### config.mk
export PLATFORM = sky130hd
export DESIGN_NAME = bitmap_page_frame_allocator_core
export DESIGN_NICKNAME = d
export VERILOG_FILES = /design/src/rtl/bpfa_pkg.sv /design/src/rtl/bitmap_page_frame_allocator_core.sv /design/src/rtl/bpfa_ctrl.sv /design/src/rtl/bpfa_datapath.sv
export SDC_FILE = /design/constraint.sdc
export NUM_CORES = 2
export LEC_CHECK = 0
export BUFFER_PORTS_ARGS = -buffer_cell sky130_fd_sc_hd__buf_2
export CORE_UTILIZATION = 45
export CTS_CLUSTER_DIAMETER = 50
export DETAILED_ROUTE_END_ITERATION = 10
export PLACE_DENSITY = 0.59
export SKIP_CTS_REPAIR_TIMING = 1
export SLEW_MARGIN = 15
export SYNTH_ARGS = -nofsm -noshare
export SYNTH_HDL_FRONTEND = slang
export SYNTH_HIERARCHICAL = 1
export SYNTH_SLANG_ARGS = --single-unit
export TNS_END_PERCENT = 5
### constraint.sdc
create_clock -name clk -period 12.55 [get_ports clk]
set_input_delay 1.255 -clock clk [delete_from_list [all_inputs] [get_ports clk]]
set_output_delay 1.255 -clock clk [all_outputs]
set_load 0.03 [all_outputs]
### src/rtl/bpfa_pkg.sv
// shared types, constants and helpers for the bitmap page frame allocator
`timescale 1ns / 1ps
package bpfa_pkg;

    localparam int NUM_FRAMES_DEF      = 4096;
    localparam int PAGE_BYTES_DEF      = 4096;
    localparam int WORD_BITS_DEF       = 32;

    localparam int LOW_RESERVED_LAST   = 512;
    localparam int HIGH_RESERVED_FIRST = 3840;
    localparam int HIGH_RESERVED_LAST  = 4095;

    localparam logic [1:0] KIND_ALLOC_ONE = 2'd0;
    localparam logic [1:0] KIND_ALLOC_RUN = 2'd1;
    localparam logic [1:0] KIND_FREE      = 2'd2;

    typedef enum logic [2:0] {
        ST_OK           = 3'd0,
        ST_NO_SPACE     = 3'd1,
        ST_ZERO_COUNT   = 3'd2,
        ST_MISALIGNED   = 3'd3,
        ST_OUT_OF_RANGE = 3'd4,
        ST_DOUBLE_FREE  = 3'd5
    } status_t;

    typedef enum logic [3:0] {
        OP_NONE,
        OP_LOAD,
        OP_SCAN_INIT,
        OP_WORD_SKIP,
        OP_WORD_FOUND,
        OP_BIT_INIT,
        OP_BIT_STEP,
        OP_BIT_NEXT,
        OP_BIT_FOUND,
        OP_MARK,
        OP_MARK_LAST,
        OP_FREE_INIT,
        OP_FREE_CLEAR,
        OP_REJECT,
        OP_PUBLISH
    } op_t;

    typedef struct packed {
        op_t     op;
        status_t code;
    } dp_cmd_t;

    typedef struct packed {
        logic [1:0] kind;
        logic       len_zero;
        logic       misaligned;
        logic       out_of_range;
        logic       all_free;
        logic       all_used;
        logic       fits_word;
        logic       bit_fits;
        logic       last_bit;
        logic       last_word;
        logic       mark_last;
        logic       target_clear;
    } dp_stat_t;

    function automatic int reset_count(input int num);
        int lo;
        int hi;
        lo = (num < LOW_RESERVED_LAST + 1) ? num : LOW_RESERVED_LAST + 1;
        hi = 0;
        if (num > HIGH_RESERVED_FIRST)
        begin
            hi = ((num < HIGH_RESERVED_LAST + 1) ? num : HIGH_RESERVED_LAST + 1)
                 - HIGH_RESERVED_FIRST;
        end
        return lo + hi;
    endfunction

endpackage

### src/rtl/bitmap_page_frame_allocator_core.sv
// top level of the first-fit bitmap page frame allocator
`timescale 1ns / 1ps
// request channel: kind, run_length, free_address with in_valid / in_stall.
// result channel: page_address, status, frames_used with out_valid / out_stall.
// one result item per request item, in order. one request at a time:
// in_stall is high from acceptance until the result has been loaded into
// the output register.
// a rejected request goes straight to the result; a free reads the word
// that holds its frame, checks the bit and clears it. an allocation steps
// over wholly free or wholly used words whole, scans mixed words bit by bit,
// then marks the run word by word; single-port bitmap reads are registered.
// reset: bitmap words read as their reset pattern (low reserved frames and
// top reserved frames used) until first written, used count loaded at once;
// no clearing pass, requests are taken from the first cycle after reset.
// a stalled result holds in the output register; the next request may be
// accepted and worked on meanwhile, and its result waits until the
// output register has been taken.
module bitmap_page_frame_allocator_core
    import bpfa_pkg::*;
#(
    parameter int NUM_FRAMES = NUM_FRAMES_DEF,
    parameter int PAGE_BYTES = PAGE_BYTES_DEF,
    parameter int WORD_BITS  = WORD_BITS_DEF
)
(
    input  logic        clk,
    input  logic        rst_n,
    input  logic        in_valid,
    output logic        in_stall,
    input  logic [1:0]  kind,
    input  logic [12:0] run_length,
    input  logic [31:0] free_address,
    output logic        out_valid,
    input  logic        out_stall,
    output logic [23:0] page_address,
    output logic [2:0]  status,
    output logic [12:0] frames_used
);

    dp_cmd_t  cmd;
    dp_stat_t stat;

    bpfa_ctrl u_ctrl
    (
        .clk       (clk),
        .rst_n     (rst_n),
        .in_valid  (in_valid),
        .in_stall  (in_stall),
        .out_valid (out_valid),
        .out_stall (out_stall),
        .stat      (stat),
        .cmd       (cmd)
    );

    bpfa_datapath #(
        .NUM_FRAMES (NUM_FRAMES),
        .PAGE_BYTES (PAGE_BYTES),
        .WORD_BITS  (WORD_BITS)
    ) u_datapath
    (
        .clk          (clk),
        .rst_n        (rst_n),
        .kind         (kind),
        .run_length   (run_length),
        .free_address (free_address),
        .cmd          (cmd),
        .stat         (stat),
        .page_address (page_address),
        .status       (status),
        .frames_used  (frames_used)
    );

    a_busy_after_accept: assert property (@(posedge clk) disable iff (!rst_n)
        in_valid && !in_stall |=> in_stall)
        else $error("request accepted without going busy");

    a_fail_zero_address: assert property (@(posedge clk) disable iff (!rst_n)
        out_valid && status != ST_OK |-> page_address == 24'd0)
        else $error("failed request returned an address");

    a_publish_only_when_busy: assert property (@(posedge clk) disable iff (!rst_n)
        $rose(out_valid) |-> $past(in_stall))
        else $error("result appeared without a request in progress");

    a_result_holds: assert property (@(posedge clk) disable iff (!rst_n)
        out_valid && out_stall |=> out_valid && $stable(status) && $stable(frames_used))
        else $error("stalled result changed");

endmodule

### src/rtl/bpfa_ctrl.sv
// controller state machine sequencing scan, mark and free
`timescale 1ns / 1ps
module bpfa_ctrl
    import bpfa_pkg::*;
(
    input  logic     clk,
    input  logic     rst_n,
    input  logic     in_valid,
    output logic     in_stall,
    output logic     out_valid,
    input  logic     out_stall,
    input  dp_stat_t stat,
    output dp_cmd_t  cmd
);

    typedef enum logic [9:0] {
        S_IDLE     = 10'b0000000001,
        S_DISPATCH = 10'b0000000010,
        S_SWAIT    = 10'b0000000100,
        S_SEVAL    = 10'b0000001000,
        S_SBIT     = 10'b0000010000,
        S_MWAIT    = 10'b0000100000,
        S_MWRITE   = 10'b0001000000,
        S_FWAIT    = 10'b0010000000,
        S_FCHECK   = 10'b0100000000,
        S_DONE     = 10'b1000000000
    } state_t;

    state_t state_reg, state_next;
    logic   out_valid_reg, out_valid_next;

    assign in_stall  = (state_reg != S_IDLE);
    assign out_valid = out_valid_reg;

    always_comb
    begin
        state_next     = state_reg;
        out_valid_next = out_valid_reg && out_stall;
        cmd.op         = OP_NONE;
        cmd.code       = ST_OK;
        case (state_reg)
            S_IDLE:
            begin
                if (in_valid)
                begin
                    cmd.op     = OP_LOAD;
                    state_next = S_DISPATCH;
                end
            end
            S_DISPATCH:
            begin
                if (stat.kind == KIND_ALLOC_ONE || stat.kind == KIND_ALLOC_RUN)
                begin
                    if (stat.len_zero)
                    begin
                        cmd.op     = OP_REJECT;
                        cmd.code   = ST_ZERO_COUNT;
                        state_next = S_DONE;
                    end
                    else
                    begin
                        cmd.op     = OP_SCAN_INIT;
                        state_next = S_SWAIT;
                    end
                end
                else if (stat.kind == KIND_FREE)
                begin
                    if (stat.misaligned)
                    begin
                        cmd.op     = OP_REJECT;
                        cmd.code   = ST_MISALIGNED;
                        state_next = S_DONE;
                    end
                    else if (stat.out_of_range)
                    begin
                        cmd.op     = OP_REJECT;
                        cmd.code   = ST_OUT_OF_RANGE;
                        state_next = S_DONE;
                    end
                    else
                    begin
                        cmd.op     = OP_FREE_INIT;
                        state_next = S_FWAIT;
                    end
                end
                else
                begin
                    cmd.op     = OP_REJECT;
                    cmd.code   = ST_OK;
                    state_next = S_DONE;
                end
            end
            S_SWAIT:
            begin
                state_next = S_SEVAL;
            end
            S_SEVAL:
            begin
                if (stat.fits_word)
                begin
                    cmd.op     = OP_WORD_FOUND;
                    state_next = S_MWAIT;
                end
                else if (stat.all_free || stat.all_used)
                begin
                    if (stat.last_word)
                    begin
                        cmd.op     = OP_REJECT;
                        cmd.code   = ST_NO_SPACE;
                        state_next = S_DONE;
                    end
                    else
                    begin
                        cmd.op     = OP_WORD_SKIP;
                        state_next = S_SWAIT;
                    end
                end
                else
                begin
                    cmd.op     = OP_BIT_INIT;
                    state_next = S_SBIT;
                end
            end
            S_SBIT:
            begin
                if (stat.bit_fits)
                begin
                    cmd.op     = OP_BIT_FOUND;
                    state_next = S_MWAIT;
                end
                else if (stat.last_bit)
                begin
                    if (stat.last_word)
                    begin
                        cmd.op     = OP_REJECT;
                        cmd.code   = ST_NO_SPACE;
                        state_next = S_DONE;
                    end
                    else
                    begin
                        cmd.op     = OP_BIT_NEXT;
                        state_next = S_SWAIT;
                    end
                end
                else
                begin
                    cmd.op = OP_BIT_STEP;
                end
            end
            S_MWAIT:
            begin
                state_next = S_MWRITE;
            end
            S_MWRITE:
            begin
                if (stat.mark_last)
                begin
                    cmd.op     = OP_MARK_LAST;
                    state_next = S_DONE;
                end
                else
                begin
                    cmd.op     = OP_MARK;
                    state_next = S_MWAIT;
                end
            end
            S_FWAIT:
            begin
                state_next = S_FCHECK;
            end
            S_FCHECK:
            begin
                if (stat.target_clear)
                begin
                    cmd.op   = OP_REJECT;
                    cmd.code = ST_DOUBLE_FREE;
                end
                else
                begin
                    cmd.op = OP_FREE_CLEAR;
                end
                state_next = S_DONE;
            end
            S_DONE:
            begin
                if (!out_valid_reg || !out_stall)
                begin
                    cmd.op         = OP_PUBLISH;
                    out_valid_next = 1'b1;
                    state_next     = S_IDLE;
                end
            end
            default:
            begin
                state_next = S_IDLE;
            end
        endcase
    end

    always_ff @(posedge clk or negedge rst_n)
    begin
        if (!rst_n)
        begin
            state_reg     <= S_IDLE;
            out_valid_reg <= 1'b0;
        end
        else
        begin
            state_reg     <= state_next;
            out_valid_reg <= out_valid_next;
        end
    end

endmodule

### src/rtl/bpfa_datapath.sv
// frame bitmap memory, scan registers, used count and result registers
`timescale 1ns / 1ps
module bpfa_datapath
    import bpfa_pkg::*;
#(
    parameter int NUM_FRAMES = NUM_FRAMES_DEF,
    parameter int PAGE_BYTES = PAGE_BYTES_DEF,
    parameter int WORD_BITS  = WORD_BITS_DEF
)
(
    input  logic        clk,
    input  logic        rst_n,
    input  logic [1:0]  kind,
    input  logic [12:0] run_length,
    input  logic [31:0] free_address,
    input  dp_cmd_t     cmd,
    output dp_stat_t    stat,
    output logic [23:0] page_address,
    output logic [2:0]  status,
    output logic [12:0] frames_used
);

    localparam int MAP_WORDS   = (NUM_FRAMES + WORD_BITS - 1) / WORD_BITS;
    localparam int WIDX        = (MAP_WORDS > 1) ? $clog2(MAP_WORDS) : 1;
    localparam int WLOG        = $clog2(WORD_BITS);
    localparam int PLOG        = $clog2(PAGE_BYTES);
    localparam int FXW         = WIDX + WLOG;
    localparam int CW          = $clog2(NUM_FRAMES + 1);
    localparam int RW          = CW + 1;
    localparam int CMPW        = ((RW > 13) ? RW : 13) + 1;
    localparam int LSW         = ((FXW > 13) ? FXW : 13) + 1;
    localparam int COUNT_RESET = reset_count(NUM_FRAMES);

    function automatic logic [WORD_BITS-1:0] reset_word(input logic [WIDX-1:0] idx);
        logic [WORD_BITS-1:0] w;
        int                   f;
        for (int b = 0; b < WORD_BITS; b++)
        begin
            f    = int'(idx) * WORD_BITS + b;
            w[b] = (f <= LOW_RESERVED_LAST)
                   || (f >= HIGH_RESERVED_FIRST && f <= HIGH_RESERVED_LAST);
        end
        return w;
    endfunction

    function automatic logic [WORD_BITS-1:0] slack_word(input logic [WIDX-1:0] idx);
        logic [WORD_BITS-1:0] w;
        for (int b = 0; b < WORD_BITS; b++)
        begin
            w[b] = (int'(idx) * WORD_BITS + b) >= NUM_FRAMES;
        end
        return w;
    endfunction

    logic [WORD_BITS-1:0] mem [MAP_WORDS];
    logic [MAP_WORDS-1:0] valid_reg;
    logic [WORD_BITS-1:0] rd_data_reg;
    logic                 rd_init_reg;

    logic [1:0]      kind_reg, kind_next;
    logic [12:0]     len_reg, len_next;
    logic [31:0]     addr_reg, addr_next;
    logic [WIDX-1:0] wptr_reg, wptr_next;
    logic [WLOG-1:0] bptr_reg, bptr_next;
    logic [RW-1:0]   run_reg, run_next;
    logic [FXW-1:0]  first_reg, first_next;
    logic [CW-1:0]   count_reg, count_next;
    logic [23:0]     page_res_reg, page_res_next;
    status_t         status_res_reg, status_res_next;
    logic [23:0]     page_out_reg, page_out_next;
    status_t         status_out_reg, status_out_next;
    logic [12:0]     used_out_reg, used_out_next;

    logic [WORD_BITS-1:0] word_eff;
    logic [WORD_BITS-1:0] mark_mask;
    logic [WORD_BITS-1:0] wr_data;
    logic                 wr_en;
    logic [FXW-1:0]       base;
    logic [FXW-1:0]       bit_frame;
    logic [LSW-1:0]       last_full;
    logic [FXW-1:0]       last_frame;
    logic [31:0]          free_frame;
    logic [WIDX-1:0]      free_word;
    logic [WLOG-1:0]      free_bit;
    logic [FXW+PLOG-1:0]  page_full;
    logic                 bit_used;

    assign word_eff   = (rd_init_reg ? reset_word(wptr_reg) : rd_data_reg)
                        | slack_word(wptr_reg);
    assign base       = {wptr_reg, {WLOG{1'b0}}};
    assign bit_frame  = base + FXW'(bptr_reg);
    assign bit_used   = word_eff[bptr_reg];
    assign last_full  = LSW'(first_reg) + LSW'(len_reg) - LSW'(1);
    assign last_frame = FXW'(last_full);
    assign free_frame = addr_reg >> PLOG;
    assign free_word  = WIDX'(free_frame >> WLOG);
    assign free_bit   = free_frame[WLOG-1:0];
    assign page_full  = {first_reg, {PLOG{1'b0}}};

    always_comb
    begin
        for (int b = 0; b < WORD_BITS; b++)
        begin
            mark_mask[b] = ((base + FXW'(b)) >= first_reg) && ((base + FXW'(b)) <= last_frame);
        end
    end

    always_comb
    begin
        stat.kind         = kind_reg;
        stat.len_zero     = (len_reg == 13'd0);
        stat.misaligned   = (addr_reg[PLOG-1:0] != '0);
        stat.out_of_range = (free_frame >= 32'(NUM_FRAMES));
        stat.all_free     = (word_eff == '0);
        stat.all_used     = (&word_eff);
        stat.fits_word    = (word_eff == '0)
                            && (CMPW'(run_reg) + CMPW'(WORD_BITS) >= CMPW'(len_reg));
        stat.bit_fits     = !bit_used && (CMPW'(run_reg) + CMPW'(1) == CMPW'(len_reg));
        stat.last_bit     = (bptr_reg == WLOG'(WORD_BITS - 1));
        stat.last_word    = (wptr_reg == WIDX'(MAP_WORDS - 1));
        stat.mark_last    = (wptr_reg == last_frame[FXW-1:WLOG]);
        stat.target_clear = !word_eff[free_bit];
    end

    always_comb
    begin
        kind_next       = kind_reg;
        len_next        = len_reg;
        addr_next       = addr_reg;
        wptr_next       = wptr_reg;
        bptr_next       = bptr_reg;
        run_next        = run_reg;
        first_next      = first_reg;
        count_next      = count_reg;
        page_res_next   = page_res_reg;
        status_res_next = status_res_reg;
        page_out_next   = page_out_reg;
        status_out_next = status_out_reg;
        used_out_next   = used_out_reg;
        wr_en           = 1'b0;
        wr_data         = word_eff | mark_mask;
        case (cmd.op)
            OP_LOAD:
            begin
                kind_next = kind;
                len_next  = (kind == KIND_ALLOC_ONE) ? 13'd1 : run_length;
                addr_next = free_address;
            end
            OP_SCAN_INIT:
            begin
                wptr_next = '0;
                run_next  = '0;
            end
            OP_WORD_SKIP:
            begin
                if (word_eff == '0)
                begin
                    if (run_reg == '0)
                    begin
                        first_next = base;
                    end
                    run_next = run_reg + RW'(WORD_BITS);
                end
                else
                begin
                    run_next = '0;
                end
                wptr_next = wptr_reg + WIDX'(1);
            end
            OP_WORD_FOUND:
            begin
                first_next = (run_reg == '0) ? base : first_reg;
                wptr_next  = first_next[FXW-1:WLOG];
            end
            OP_BIT_INIT:
            begin
                bptr_next = '0;
            end
            OP_BIT_STEP, OP_BIT_NEXT:
            begin
                if (bit_used)
                begin
                    run_next = '0;
                end
                else
                begin
                    if (run_reg == '0)
                    begin
                        first_next = bit_frame;
                    end
                    run_next = run_reg + RW'(1);
                end
                if (cmd.op == OP_BIT_STEP)
                begin
                    bptr_next = bptr_reg + WLOG'(1);
                end
                else
                begin
                    wptr_next = wptr_reg + WIDX'(1);
                end
            end
            OP_BIT_FOUND:
            begin
                first_next = (run_reg == '0) ? bit_frame : first_reg;
                wptr_next  = first_next[FXW-1:WLOG];
            end
            OP_MARK:
            begin
                wr_en     = 1'b1;
                wptr_next = wptr_reg + WIDX'(1);
            end
            OP_MARK_LAST:
            begin
                wr_en           = 1'b1;
                count_next      = count_reg + CW'(len_reg);
                page_res_next   = 24'(page_full);
                status_res_next = ST_OK;
            end
            OP_FREE_INIT:
            begin
                wptr_next = free_word;
            end
            OP_FREE_CLEAR:
            begin
                wr_en           = 1'b1;
                wr_data         = word_eff & ~(WORD_BITS'(1) << free_bit);
                count_next      = count_reg - CW'(1);
                page_res_next   = '0;
                status_res_next = ST_OK;
            end
            OP_REJECT:
            begin
                page_res_next   = '0;
                status_res_next = cmd.code;
            end
            OP_PUBLISH:
            begin
                page_out_next   = page_res_reg;
                status_out_next = status_res_reg;
                used_out_next   = 13'(count_reg);
            end
            default:
            begin
            end
        endcase
    end

    always_ff @(posedge clk)
    begin
        if (wr_en)
        begin
            mem[wptr_reg] <= wr_data;
        end
        rd_data_reg <= mem[wptr_reg];
        rd_init_reg <= !valid_reg[wptr_reg];
    end

    always_ff @(posedge clk or negedge rst_n)
    begin
        if (!rst_n)
        begin
            valid_reg <= '0;
            count_reg <= CW'(COUNT_RESET);
        end
        else
        begin
            if (wr_en)
            begin
                valid_reg[wptr_reg] <= 1'b1;
            end
            count_reg <= count_next;
        end
    end

    always_ff @(posedge clk)
    begin
        kind_reg       <= kind_next;
        len_reg        <= len_next;
        addr_reg       <= addr_next;
        wptr_reg       <= wptr_next;
        bptr_reg       <= bptr_next;
        run_reg        <= run_next;
        first_reg      <= first_next;
        page_res_reg   <= page_res_next;
        status_res_reg <= status_res_next;
        page_out_reg   <= page_out_next;
        status_out_reg <= status_out_next;
        used_out_reg   <= used_out_next;
    end

    assign page_address = page_out_reg;
    assign status       = status_out_reg;
    assign frames_used  = used_out_reg;

endmodule
==> report_table.html <==
<table>
<tr><th>Metric</th><th>Value</th></tr>
<tr><th colspan="2">Run status</th></tr>
<tr><td>Outcome</td><td>completed</td></tr>
<tr><th colspan="2">Global routing</th></tr>
<tr><td>Maximum number of pins on one net before global-route repair</td><td>119</td></tr>
<tr><td>Antenna violations before repair</td><td>between 50 and 60</td></tr>
<tr><td>Busiest layer in global routing</td><td>met2</td></tr>
<tr><td>Global-route wire length before repair</td><td>between 700000 and 800000 um</td></tr>
<tr><td>GRT Resource Usage Total</td><td>between 20 and 30%</td></tr>
<tr><td>Grt met3 use</td><td>7.59%</td></tr>
<tr><td>M1 GR Usage</td><td>between 30% and 40%</td></tr>
<tr><td>Overall overflow remaining after global route</td><td>0</td></tr>
<tr><td>Met2 Use GR</td><td>between 40% and 50%</td></tr>
<tr><td>Number of global-route vias before repair</td><td>around 93000</td></tr>
<tr><th colspan="2">Logic synthesis</th></tr>
<tr><td>Share of flip-flops with an asynchronous set or reset after synthesis</td><td>between 3 and 4%</td></tr>
<tr><td>Share of the synthesized area in the top cell type</td><td>about three quarters</td></tr>
<tr><td>Netlist area before placement</td><td>~170000 um2</td></tr>
<tr><td>Cell count after synthesis</td><td>9401</td></tr>
<tr><td>Number of synthesized flops with an enable pin</td><td>4224</td></tr>
<tr><td>Warnings from Yosys</td><td>6</td></tr>
<tr><td>Count of unique library cells instantiated by Yosys</td><td>just over 90</td></tr>
<tr><td>Sequential cell area fraction in the yosys report</td><td>just under 80%</td></tr>
<tr><td>Post-synthesis area per instance</td><td>between 15 and 20 um2</td></tr>
<tr><td>Top_reg_cell synth</td><td>sky130_fd_sc_hd__edfxtp_1</td></tr>
<tr><td>Most frequent cells after synthesis</td><td>sky130_fd_sc_hd__edfxtp_1, sky130_fd_sc_hd__a22oi_1, sky130_fd_sc_hd__a221oi_1, sky130_fd_sc_hd__a22o_1, sky130_fd_sc_hd__buf_2</td></tr>
<tr><td>Leading post-synthesis cells by cell area</td><td>sky130_fd_sc_hd__edfxtp_1, sky130_fd_sc_hd__a22oi_1, sky130_fd_sc_hd__dfrtp_1</td></tr>
<tr><td>Cell type contributing the most total cell area after synthesis</td><td>sky130_fd_sc_hd__edfxtp_1</td></tr>
<tr><td>Most used standard cell by instance count after synthesis</td><td>sky130_fd_sc_hd__edfxtp_1</td></tr>
<tr><td>Synthesized flop and latch total</td><td>4409</td></tr>
<tr><th colspan="2">Routing</th></tr>
<tr><td>Total detailed-routing wirelength</td><td>approximately 560000 um</td></tr>
<tr><td>Routed wire per std cell</td><td>37.3 um</td></tr>
<tr><td>Count of vias placed by the detailed router</td><td>between 100k and 150k</td></tr>
<tr><td>DRT Pass-1 Iters</td><td>7</td></tr>
<tr><td>Avg Vias per Cell</td><td>roughly 6.7</td></tr>
<tr><td>Initial DRC Count</td><td>around 16000</td></tr>
<tr><td>Residual DRC count</td><td>0</td></tr>
<tr><td>Number of nets with antenna violations after detailed routing</td><td>0</td></tr>
<tr><th colspan="2">Placed design</th></tr>
<tr><td>Weighted congestion at the end of routability-driven global placement</td><td>about 0.96</td></tr>
<tr><td>HPWL after detailed placement</td><td>around 320000 um</td></tr>
<tr><td>Port-buffer cells</td><td>80</td></tr>
<tr><th colspan="2">Timing</th></tr>
<tr><td>Count of final setup violators</td><td>0</td></tr>
<tr><td>Worst slew margin</td><td>under 10%</td></tr>
<tr><td>Number of endpoints with negative hold slack in the final report</td><td>0</td></tr>
<tr><td>Worst-case hold slack</td><td>197 ps</td></tr>
<tr><td>Max Freq</td><td>about 110 MHz</td></tr>
<tr><td>Measured slew at the worst slew-check pin</td><td>about 1400 ps</td></tr>
<tr><td>Setup repair after global routing missed its margin</td><td>no</td></tr>
<tr><td>Min cycle time layout</td><td>~8700 ps</td></tr>
<tr><td>Sum of negative setup slack</td><td>0 ps</td></tr>
<tr><td>Setup Skew</td><td>~73 ps</td></tr>
<tr><td>Tcrit/Tclk final</td><td>69.4%</td></tr>
<tr><td>Number of slew-limit violations in the final report</td><td>0</td></tr>
<tr><th colspan="2">Setup path</th></tr>
<tr><td>Required time worst endpoint</td><td>around 13000 ps</td></tr>
<tr><td>Worst EP arrival</td><td>~9400 ps</td></tr>
<tr><td>Slowest Stage Delay on Critical Path</td><td>690 ps</td></tr>
<tr><td>Largest driver fanout on the critical path</td><td>56</td></tr>
<tr><td>Crit Path Class</td><td>reg2reg</td></tr>
<tr><td>Slowest cell on the critical path</td><td>sky130_fd_sc_hd__o21ai_4</td></tr>
<tr><td>Startpoint type of the worst setup path</td><td>flop</td></tr>
<tr><td>Critical Path End Type</td><td>flop</td></tr>
<tr><th colspan="2">Clock network</th></tr>
<tr><td>Clock tree root buffer cell</td><td>sky130_fd_sc_hd__clkbuf_16</td></tr>
<tr><td>Number of buffers created by CTS</td><td>459</td></tr>
<tr><td>H-tree depth reported by CTS</td><td>5</td></tr>
<tr><td>Worst-path clk slew</td><td>~60 ps</td></tr>
<tr><td>Clock latency at the later pin of the worst-skew pair</td><td>between 1000 and 1500 ps</td></tr>
<tr><td>Sinks on the clock net</td><td>around 4400</td></tr>
<tr><td>Maximum clock insertion buffer count</td><td>4</td></tr>
<tr><td>Clock tree from TritonCTS</td><td>yes</td></tr>
<tr><th colspan="2">Job</th></tr>
<tr><td>Max-cap check violation count</td><td>0</td></tr>
<tr><th colspan="2">Floorplanning</th></tr>
<tr><td>Site Rows</td><td>between 200 and 250</td></tr>
<tr><td>Initial core utilization</td><td>~45%</td></tr>
<tr><td>Die width</td><td>~600 um</td></tr>
<tr><td>Floorplan Core Area</td><td>about 370000 um2</td></tr>
<tr><td>Boundary Pins</td><td>a little over 90</td></tr>
<tr><td>DIE AREA</td><td>roughly 370000 um2</td></tr>
<tr><td>Vertical die dimension</td><td>a little over 600 um</td></tr>
<tr><th colspan="2">Min path</th></tr>
<tr><td>Worst hold-check path type</td><td>in2async</td></tr>
<tr><th colspan="2">Power</th></tr>
<tr><td>Leak Pwr</td><td>about 0.06 uW</td></tr>
<tr><td>Peak ir drop on the vdd network</td><td>between 0.0003 and 0.0004 V</td></tr>
<tr><td>Pwr Density</td><td>between 200 and 300 nW/um2</td></tr>
<tr><th colspan="2">Final layout</th></tr>
<tr><td>Ratio of cells with drive above 1 in the final layout</td><td>between 15 and 20%</td></tr>
<tr><td>Layout net count</td><td>between 9000 and 10000</td></tr>
<tr><td>Area Growth Syn to Fin</td><td>14.3%</td></tr>
<tr><td>Max reg flops</td><td>around 4000</td></tr>
</table>
[per-stage QoR]
stage          instances  power, uW  util, %  setup slack (ps)  cell area, um2
3_5_place_dp       14100      37800     47.6              3570          174000
6_report           15000      51500     51.8              3840          189000
2_1_floorplan       9412      30400        -               876          166000
5_1_grt            15000      52500     51.7              3390          189000
3_3_place_gp       14100      37400     47.5              3630          174000
4_1_cts            14900      51100     51.7              3500          189000
[layer usage]
layer / vias to the layer above / wire (um)
met2: 6720 / 250000
met1: 52000 / 210000
met5: - / 138
met3: 1079 / 68400
li1: 40200 / -
met4: 22 / 30900
[report_power, final]
| part | internal [uW] | switching, uW | leakage [uW] | total [uW] |
|---|---|---|---|---|
| Combinational | 3040 | 13200 | 0.0119 | 16300 |
| Clock | 7630 | 5800 | 0.00726 | 13400 |
| Sequential | 21600 | 256 | 0.0404 | 21800 |
[placed cells by master, fill, tap and decap left out, drive strengths merged, types with 22 or more instances in the layout]
cell type  Yosys  layout
mux4          31      31
nor4          68      68
inv           79     114
nor2         254     254
edfxtp      4224    4224
mux2i         44      44
diode          0      48
nand3         82      82
a31oi        257     257
mux2          32      32
nor2b         41      41
a41oi         53      53
o22ai         49      49
and2          25      25
dfrtp        148     148
bufinv         0      34
buf          449     483
a21oi        136     136
a22o         327     327
xnor2         38      38
nand2        169     169
o211ai        44      44
or2          137     137
clkinv         1     205
ha            71      71
nand4        198     198
a22oi       1307    1307
nor3          46      46
a221oi       343     343
clkbuf       190     566
or4           32      32
o21ai        127     127
o2111ai       24      24
xor2          22      22
o221ai        47      47
dfxtp         33      33
[worst max-delay path, delay by kind of cell (launching register included)]
kind	cells	cell delay (ps)
AND/OR/NAND/NOR	10	2920
AO/OA/AOI/OAI	8	1940
buffers and inverters	5	1680
adder cells (fa/ha/maj)	4	1270
flip-flops	1	480
[cell type report]
class | instances | area (um2)
Multi-Input combinational cell | 4284 | 32700
Sequential cell | 4409 | 131000
Fill cell | 28900 | 176000
Tap cell | 4816 | 6030
Timing Repair Buffer | 484 | 3940
Clock inverter | 293 | 2780
Inverter | 80 | 300
Antenna cell | 48 | 120
Clock buffer | 565 | 12200
[kinds of logic (layout without fill, tap and decap cells)]
logic type                 after synthesis  count (layout)  synth area share (%)
AOI/OAI and AO/OA                     2872            2872                  13.1
xor gates and xnor gates                60              60                 0.317
adders and majority gates               73              73                 0.561
buffers and inverters                  719            1422                  2.01
DFF                                   4409            4409                  79.3
muxes                                  107             107                 0.905
other                                    1              60               0.00226
and+or+nand+nor                       1160            1160                  3.77
[worst paths after layout]
| check | start | to | slack, ps | depth (start not counted) |
|---|---|---|---|---|
| min in group clk | u_datapath/page_res_reg[16]$_SDFFCE_PP0P_ | u_datapath/page_address[16]$_DFFE_PN_ | 420 | 0 |
| max in group asynchronous | rst_n | u_datapath/valid_reg[91]$_DFFE_PN0N_ | 10850 | 2 |
| setup / recovery | u_datapath/first_reg[1]$_DFFE_PP_ | u_datapath/mem[82][19]$_DFFE_PP_ | 3840 | 27 |
| setup reg to reg | u_datapath/first_reg[1]$_DFFE_PP_ | u_datapath/mem[82][19]$_DFFE_PP_ | 3840 | 27 |
| hold reg to reg | u_datapath/page_res_reg[16]$_SDFFCE_PP0P_ | u_datapath/page_address[16]$_DFFE_PN_ | 420 | 0 |
| hold / removal | rst_n | u_datapath/valid_reg[7]$_DFFE_PN0N_ | 200 | 1 |
Note: power is estimated with default switching activity, not from simulation.
